## src/ttt_pkg.sv

```systemverilog
// Shared types and codes for the task timer table.
`default_nettype none
package ttt_pkg;
	typedef enum logic [2:0] {
		OP_TICK   = 3'd0,
		OP_ADD    = 3'd1,
		OP_REMOVE = 3'd2,
		OP_POLL   = 3'd3,
		OP_SET    = 3'd4
	} opcode_t;

	typedef enum logic [1:0] {
		ST_OK      = 2'd0,
		ST_DUP     = 2'd1,
		ST_FULL    = 2'd2,
		ST_NONE    = 2'd3
	} status_t;

	typedef struct packed {
		logic [2:0]  opcode;
		logic [7:0]  task_id;
		logic [31:0] first_delay;
		logic [31:0] period;
		logic [31:0] param_a;
		logic [31:0] param_b;
		logic [31:0] time_value;
	} req_t;

	typedef struct packed {
		logic [1:0]  status;
		logic        dispatch_valid;
		logic [7:0]  run_task_id;
		logic [31:0] run_param_a;
		logic [31:0] run_param_b;
		logic [31:0] time_now;
	} rsp_t;

	// Per-cell command, broadcast by the controller in the update cycle.
	typedef struct packed {
		logic tick;
		logic load;      // the cell at the fill point takes the new task
		logic drop;      // cells at or past drop_pos shift toward index 0
		logic clr_pend;  // clear pending at hit position
	} cell_cmd_t;
endpackage
`default_nettype wire

```

## src/ttt_if.sv

```systemverilog
// Valid/ready channel interface.
`default_nettype none
interface ttt_if #(parameter type T = logic) (input wire logic clk);
	logic valid;
	logic ready;
	T     data;
	modport source (output valid, output data, input ready);
	modport sink (input valid, input data, output ready);
endinterface
`default_nettype wire

```

## src/ttt_cell.sv

```systemverilog
// One task slot: holds its entry and takes its upper neighbor's entry on a shift.
`default_nettype none
module ttt_cell #(
	parameter int TIME_BITS = 32
) (
	input  wire logic                 clk,
	input  wire logic                 arst_n,
	input  wire ttt_pkg::cell_cmd_t   cmd,
	input  wire logic                 is_fill,
	input  wire logic                 is_hit,
	input  wire logic                 shift_in,
	input  wire logic                 nb_used,
	input  wire logic                 nb_pend,
	input  wire logic [7:0]           nb_handle,
	input  wire logic [TIME_BITS-1:0] nb_count,
	input  wire logic [TIME_BITS-1:0] nb_period,
	input  wire logic [31:0]          nb_arg_a,
	input  wire logic [31:0]          nb_arg_b,
	input  wire logic [7:0]           ld_handle,
	input  wire logic [TIME_BITS-1:0] ld_count,
	input  wire logic [TIME_BITS-1:0] ld_period,
	input  wire logic [31:0]          ld_arg_a,
	input  wire logic [31:0]          ld_arg_b,
	output logic                      used_q,
	output logic                      pend_q,
	output logic [7:0]                handle_q,
	output logic [TIME_BITS-1:0]      count_q,
	output logic [TIME_BITS-1:0]      period_q,
	output logic [31:0]               arg_a_q,
	output logic [31:0]               arg_b_q
);
	import ttt_pkg::*;

	logic                 zero;
	logic [TIME_BITS-1:0] base;

	assign zero = (count_q == '0);
	assign base = (zero && period_q != '0) ? period_q : count_q;

	always_ff @(posedge clk or negedge arst_n) begin
		if (!arst_n) begin
			used_q <= 1'b0;
			pend_q <= 1'b0;
		end else if (cmd.tick && used_q) begin
			pend_q <= pend_q | zero;
		end else if (cmd.load && is_fill) begin
			used_q <= 1'b1;
			pend_q <= 1'b0;
		end else if (cmd.drop && shift_in) begin
			used_q <= nb_used;
			pend_q <= nb_pend & nb_used;
		end else if (cmd.clr_pend && is_hit) begin
			pend_q <= 1'b0;
		end
	end

	always_ff @(posedge clk) begin
		if (cmd.tick && used_q) begin
			count_q <= base - 1'b1;
		end else if (cmd.load && is_fill) begin
			handle_q <= ld_handle;
			count_q  <= ld_count;
			period_q <= ld_period;
			arg_a_q  <= ld_arg_a;
			arg_b_q  <= ld_arg_b;
		end else if (cmd.drop && shift_in) begin
			handle_q <= nb_handle;
			count_q  <= nb_count;
			period_q <= nb_period;
			arg_a_q  <= nb_arg_a;
			arg_b_q  <= nb_arg_b;
		end
	end
endmodule
`default_nettype wire

```

## src/tick_task_timer_table_core.sv

```systemverilog
// Top level: slot chain plus the operation controller.
// Each operation is accepted into req_s1; once the result register can take a
// result, the chain is searched, the cells are updated and the result is registered.
// A new request is accepted only after the previous one has updated; the result
// register frees while the next request is searched.
// arst_n clears all slots, the scan point, the time counter and handshakes.
`default_nettype none
module tick_task_timer_table_core #(
	parameter int MAX_TASKS = 16,
	parameter int TIME_BITS = 32
) (
	input wire logic clk,
	input wire logic arst_n,
	ttt_if.sink      req,
	ttt_if.source    rsp
);
	import ttt_pkg::*;

	localparam int IW = (MAX_TASKS > 1) ? $clog2(MAX_TASKS) : 1;
	localparam int CW = $clog2(MAX_TASKS + 1);

	logic                 used    [MAX_TASKS];
	logic                 pend    [MAX_TASKS];
	logic [7:0]           handle  [MAX_TASKS];
	logic [TIME_BITS-1:0] count   [MAX_TASKS];
	logic [TIME_BITS-1:0] period  [MAX_TASKS];
	logic [31:0]          arg_a   [MAX_TASKS];
	logic [31:0]          arg_b   [MAX_TASKS];

	req_t        req_s1;
	logic        busy_s1;
	logic [IW-1:0] scan_q;
	logic [31:0] time_q;
	rsp_t        rsp_q;
	logic        rsp_vld_q;

	cell_cmd_t   cmd;
	logic [CW-1:0] n;
	logic        found_id;
	logic [IW-1:0] id_pos;
	logic        found_p;
	logic [IW-1:0] p_pos;
	logic [IW-1:0] start;
	logic [IW-1:0] drop_pos;
	logic [IW-1:0] n_idx;
	logic        upd;
	rsp_t        rsp_d;
	logic [IW-1:0] scan_d;
	logic [31:0] time_d;

	assign req.ready = !busy_s1;
	assign rsp.valid = rsp_vld_q;
	assign rsp.data  = rsp_q;

	// update only when the result register can take the new result
	assign upd = busy_s1 && (!rsp_vld_q || rsp.ready);

	// Fill count and handle match over the chain.
	always_comb begin
		n = '0;
		found_id = 1'b0;
		id_pos = '0;
		for (int i = 0; i < MAX_TASKS; i++) begin
			if (used[i]) n = CW'(i + 1);
			if (used[i] && handle[i] == req_s1.task_id && !found_id) begin
				found_id = 1'b1;
				id_pos = IW'(i);
			end
		end
	end

	assign n_idx = n[IW-1:0];
	assign start = (CW'(scan_q) < n) ? scan_q : '0;

	// Round search: first pending at or after start, else first pending.
	always_comb begin
		logic hi_f;
		logic [IW-1:0] hi_p, lo_p;
		logic lo_f;
		hi_f = 1'b0; lo_f = 1'b0; hi_p = '0; lo_p = '0;
		for (int i = 0; i < MAX_TASKS; i++) begin
			if (used[i] && pend[i]) begin
				if (IW'(i) >= start && !hi_f) begin
					hi_f = 1'b1; hi_p = IW'(i);
				end
				if (!lo_f) begin
					lo_f = 1'b1; lo_p = IW'(i);
				end
			end
		end
		found_p = hi_f | lo_f;
		p_pos = hi_f ? hi_p : lo_p;
	end

	logic do_add, do_rem, do_poll, one_shot;
	assign one_shot = (period[p_pos] == '0);
	assign do_add  = upd && req_s1.opcode == OP_ADD && !found_id
		&& n < CW'(MAX_TASKS);
	assign do_rem  = upd && req_s1.opcode == OP_REMOVE && found_id;
	assign do_poll = upd && req_s1.opcode == OP_POLL && found_p;
	assign drop_pos = do_rem ? id_pos : p_pos;

	always_comb begin
		cmd.tick     = upd && req_s1.opcode == OP_TICK;
		cmd.load     = do_add;
		cmd.drop     = do_rem || (do_poll && one_shot);
		cmd.clr_pend = do_poll;
	end

	for (genvar g = 0; g < MAX_TASKS; g++) begin : g_cell
		localparam int NB = (g + 1 < MAX_TASKS) ? g + 1 : g;
		ttt_cell #(.TIME_BITS(TIME_BITS)) u_cell (
			.clk      (clk),
			.arst_n   (arst_n),
			.cmd      (cmd),
			.is_fill  (n_idx == IW'(g)),
			.is_hit   (p_pos == IW'(g)),
			.shift_in (IW'(g) >= drop_pos),
			.nb_used  ((g + 1 < MAX_TASKS) ? used[NB] : 1'b0),
			.nb_pend  (pend[NB]),
			.nb_handle(handle[NB]),
			.nb_count (count[NB]),
			.nb_period(period[NB]),
			.nb_arg_a (arg_a[NB]),
			.nb_arg_b (arg_b[NB]),
			.ld_handle(req_s1.task_id),
			.ld_count (TIME_BITS'(req_s1.first_delay)),
			.ld_period(TIME_BITS'(req_s1.period)),
			.ld_arg_a (req_s1.param_a),
			.ld_arg_b (req_s1.param_b),
			.used_q   (used[g]),
			.pend_q   (pend[g]),
			.handle_q (handle[g]),
			.count_q  (count[g]),
			.period_q (period[g]),
			.arg_a_q  (arg_a[g]),
			.arg_b_q  (arg_b[g])
		);
	end

	always_ff @(posedge clk) begin
		if (req.valid && req.ready) req_s1 <= req.data;
	end

	// Result, scan point and time for the request held in req_s1.
	always_comb begin
		rsp_d = '0;
		rsp_d.status = ST_OK;
		rsp_d.time_now = time_q;
		scan_d = scan_q;
		time_d = time_q;
		if (busy_s1) begin
			unique case (req_s1.opcode)
				OP_TICK: begin
					time_d = time_q + 32'd1;
					rsp_d.time_now = time_q + 32'd1;
				end
				OP_ADD: begin
					if (found_id) rsp_d.status = ST_DUP;
					else if (n >= CW'(MAX_TASKS)) rsp_d.status = ST_FULL;
				end
				OP_REMOVE: begin
					if (found_id) begin
						if (scan_q > id_pos) begin
							if (CW'(scan_q - 1'b1) >= n - 1'b1) scan_d = '0;
							else scan_d = scan_q - 1'b1;
						end else if (CW'(scan_q) >= n - 1'b1) begin
							scan_d = '0;
						end
					end
				end
				OP_POLL: begin
					if (!found_p) begin
						rsp_d.status = ST_NONE;
					end else begin
						rsp_d.dispatch_valid = 1'b1;
						rsp_d.run_task_id    = handle[p_pos];
						rsp_d.run_param_a    = arg_a[p_pos];
						rsp_d.run_param_b    = arg_b[p_pos];
						if (one_shot) begin
							scan_d = (CW'(p_pos) >= n - 1'b1) ? '0 : p_pos;
						end else begin
							scan_d = (CW'(p_pos) + 1'b1 < n) ? p_pos + 1'b1 : '0;
						end
					end
				end
				OP_SET: begin
					time_d = req_s1.time_value;
					rsp_d.time_now = req_s1.time_value;
				end
				default: ;
			endcase
		end
	end

	always_ff @(posedge clk or negedge arst_n) begin
		if (!arst_n) begin
			busy_s1   <= 1'b0;
			rsp_vld_q <= 1'b0;
			scan_q    <= '0;
			time_q    <= '0;
			rsp_q     <= '0;
		end else begin
			if (req.valid && req.ready) busy_s1 <= 1'b1;
			else if (upd) busy_s1 <= 1'b0;
			if (upd) begin
				rsp_vld_q <= 1'b1;
				rsp_q     <= rsp_d;
				scan_q    <= scan_d;
				time_q    <= time_d;
			end else if (rsp.valid && rsp.ready) begin
				rsp_vld_q <= 1'b0;
			end
		end
	end
endmodule
`default_nettype wire

```

## src/flat_wrapper.sv

```systemverilog
// flat-port wrapper written by rule: the top's interface ports become plain ports
module tick_task_timer_table_core_flat import ttt_pkg::*;
#(
	parameter int MAX_TASKS = 16,
	parameter int TIME_BITS = 32
)
  (clk, arst_n, req_valid, req_data, req_ready, rsp_valid, rsp_data, rsp_ready);
  ttt_if req_i (.clk(clk));
  ttt_if rsp_i (.clk(clk));
  input wire logic clk;
  input wire logic arst_n;
  input wire logic [$bits(req_i.valid)-1:0] req_valid;
  input wire logic [$bits(req_i.data)-1:0] req_data;
  output wire logic [$bits(req_i.ready)-1:0] req_ready;
  output wire logic [$bits(rsp_i.valid)-1:0] rsp_valid;
  output wire logic [$bits(rsp_i.data)-1:0] rsp_data;
  input wire logic [$bits(rsp_i.ready)-1:0] rsp_ready;
  assign req_i.valid = req_valid;
  assign req_i.data = req_data;
  assign req_ready = req_i.ready;
  assign rsp_valid = rsp_i.valid;
  assign rsp_data = rsp_i.data;
  assign rsp_i.ready = rsp_ready;
  tick_task_timer_table_core #(.MAX_TASKS(MAX_TASKS), .TIME_BITS(TIME_BITS)) u_core (.clk(clk), .arst_n(arst_n), .req(req_i), .rsp(rsp_i));
endmodule
```

## config.mk

```make
export PLATFORM = sky130hd
export DESIGN_NAME = tick_task_timer_table_core_flat
export DESIGN_NICKNAME = d
export VERILOG_FILES = /design/src/ttt_pkg.sv /design/src/ttt_if.sv /design/src/ttt_cell.sv /design/src/tick_task_timer_table_core.sv /design/src/flat_wrapper.sv
export SDC_FILE = /design/constraint.sdc
export NUM_CORES = 1
export LEC_CHECK = 0
export CORE_AREA = 2 2 39 41
export DETAILED_ROUTE_END_ITERATION = 8
export DIE_AREA = 0 0 41 43
export DONT_BUFFER_PORTS = 1
export GPL_ROUTABILITY_DRIVEN = 0
export PLACE_DENSITY = 0.35
export SLEW_MARGIN = 20
export SYNTH_ARGS = -nofsm -noshare
export SYNTH_HDL_FRONTEND = slang
export SYNTH_HIERARCHICAL = 1
export SYNTH_SLANG_ARGS = --single-unit
```

## constraint.sdc

```tcl
create_clock -name clk -period 0.9 [get_ports clk]
set_input_delay 0.09 -clock clk [delete_from_list [all_inputs] [get_ports clk]]
set_output_delay 0.09 -clock clk [all_outputs]
set_load 0.02 [all_outputs]
```

==> out/results.ini <==
[synthesis]
yosys_warnings=6
synth-seq-area-share=0.611
synth_area_per_cell_um2=12.6
synth.distinct_cells=8
syn_area_um2=164
netlist_instances=13
synth_fp_nets=18
synth_compound_area_frac=0.0305
yosys.area.top_type=dfrtp_1
ys_seq_elements=4
synth_top_family_by_area=simple AND/OR/NAND/NOR gates
synthMuxAreaShare=0.0611
synth.top_cells.by_area=dfrtp_1, nand2b_4, nand2_4
synth.top_cell.area_share=0.611
synthSimpleGateAreaFrac=0.198
synth-adder-area-share=0
synth_xor_area_frac=0.0534

[setup_path]
critPathMaxFanout=2
cp.arrival_ns=0.79
path_class=flip-flop to primary output
r2r-start=u_core/busy_s1
reg2reg_depth=3
crit_end=req_ready
critical_path.startpoint=u_core/busy_s1
worst_setup_path_end_kind=primary output
cp-start-kind=flip-flop
rr_endpoint=u_core/rsp.data
crit_required_ns=0.81
r2r_slack_ns=0.07

[die]
rows=14
ios=8
design.core.area_um2=1380
die_y_um=43
start_util=0.118
die_w_um=41
dieArea_um2=1760

[run_status]
outcome=finished clean

[clock_network]
insertion_delay_ns=0.23
cts_tree=built
cts.sinks=4
numCtsBuffers=3
clock_path_buffers=2
clk_pin_slew_ns=0.04
clockRootBuffer=clkbuf_4
cts_max_level=1

[grt]
grt_max_degree=5
grt_usage=0.0515
grt_pass1_wl_um=496
gr-total-overflow=0
antenna_found_initial=0
grt_pass1_vias=130

[sta]
rsz0062_at_grt=true
setup_violations=0
fmax_mhz=1140
slew_violations=0
worstMarginPinSlew_ns=0.189
relSlewSlack=0.874
clock-skew-final_ns=0.00101
fin_crit_sh=0.978
min_period_ns=0.880
hold_viol=0

[layout]
final_layout_size_suffix_gt1_frac=0.478
syn2layout_area_growth_pct=65.6
fin_cells=39
nets=30
n_antenna_cell=0
n_fill_cell=155
fin_util=0.196

[pwr]
power_density_nw_per_um2=2770
p_leak_nw=0.137
vdd_drop_max_uv=801
power_uw=752

[route]
drc=0
vias=123
post_drt_via_cell_ratio=3.15
first_iter_violations=3
ant_nets=0
first_pass_iters=2
routedWlPerCell_um=7.28
routed_wl_um=284

[placement]
dp_hpwl_um=211
placed_cells=32
place.port_buffers=0

[worst_hold_path]
min_path_type=input pin to flip-flop

[flow_run]
cap_violations=0

placed cells by master, fill, tap and decap left out, drive strengths merged:
cell         Yosys  layout
buf              0       5
dfrtp            4       4
clkbuf           0       3
nand2            3       3
dlygate4sd3      0       2
inv              2       2
nand2b           1       1
o21ai            1       1
xnor2            1       1
mux2i            1       1
state kept, by name (all words and copies together), names as in the netlist:
signal / count
u_core/rsp.data: 1
u_core/busy_s1: 1
u_core/time_q: 1
u_core/rsp.valid: 1
synthesized netlist by cell type:
cell type,instances
nand2_1,2
inv_1,2
o21ai_0,1
dfrtp_1,4
xnor2_1,1
nand2_4,1
nand2b_4,1
mux2i_1,1
routing by layer:
| layer | part of all wire | track usage | wire length (um) |
|---|---|---|---|
| met4 | 0.021 | 0.0400 | 6 |
| met2 | 0.37 | 0.0500 | 106 |
| met3 | 0.15 | 0.0785 | 42 |
| met1 | 0.45 | 0.0458 | 128 |
| met5 | 0 | 0 | 0 |
area by class of cell:
class / instances / area, um2 / share of cell area
clock buffers: 3 / 22.5 / 0.0829
inverters: 2 / 7.51 / 0.0276
multi-input cells: 7 / 56.3 / 0.207
flip-flops and latches: 4 / 100 / 0.369
well taps: 16 / 20.0 / 0.0737
repair buffers: 7 / 65.1 / 0.240
worst max-delay path, cell delays in order, from the launching register on:
cell     delay [ns]
dfrtp_1        0.38
inv_2          0.07
buf_6          0.11
cells by family (layout without fill, tap and decap cells):
| family | count (synthesis) | in the layout |
|---|---|---|
| multiplexers | 1 | 1 |
| buffers and inverters | 2 | 12 |
| flip-flops | 4 | 4 |
| AND/OR/NAND/NOR | 4 | 4 |
| XOR/XNOR | 1 | 1 |
| AO/OA/AOI/OAI | 1 | 1 |
report_power, final:
| group | switching, mW | total (mW) | internal, mW |
|---|---|---|---|
| clock | 0.0621 | 0.210 | 0.148 |
| combinational | 0.121 | 0.255 | 0.133 |
| sequential | 0.0421 | 0.287 | 0.245 |
| total | 0.226 | 0.752 | 0.526 |
how the worst min path moves through the flow:
stage / startpoint / to / slack, ns / cells past startpoint
CTS: rsp_ready / u_core/rsp.valid / 0.06 / 2
floorplan: arst_n / u_core/busy_s1 / -0.21 / 0
global route: rsp_ready / u_core/rsp.valid / 0.07 / 2
detailed placement: arst_n / u_core/rsp.data / -0.21 / 0
finish: rsp_ready / u_core/rsp.valid / 0.07 / 2
global placement: arst_n / u_core/rsp.data / -0.21 / 0
metrics by stage:
step | TNS, ns | area [um2] | setup slack (ns) | hold WS, ns
after floorplan | 0 | 164 | 0.0320 | -0.206
after global placement | 0 | 206 | 0.118 | -0.205
after detailed placement | 0 | 206 | 0.105 | -0.205
after CTS | -0.0494 | 256 | -0.0494 | 0.0628
after global routing | -0.0281 | 272 | -0.0232 | 0.0697
final | 0 | 272 | 0.0196 | 0.0737
repair_timing:
item                                    CTS  global route
resized for setup                         3             0
endpoints found under the hold margin     5             0
endpoints found under the setup margin    2             2
hold buffers                              2             0
setup buffers                             0             2
No activity file was read; power rests on OpenSTA's default activity.
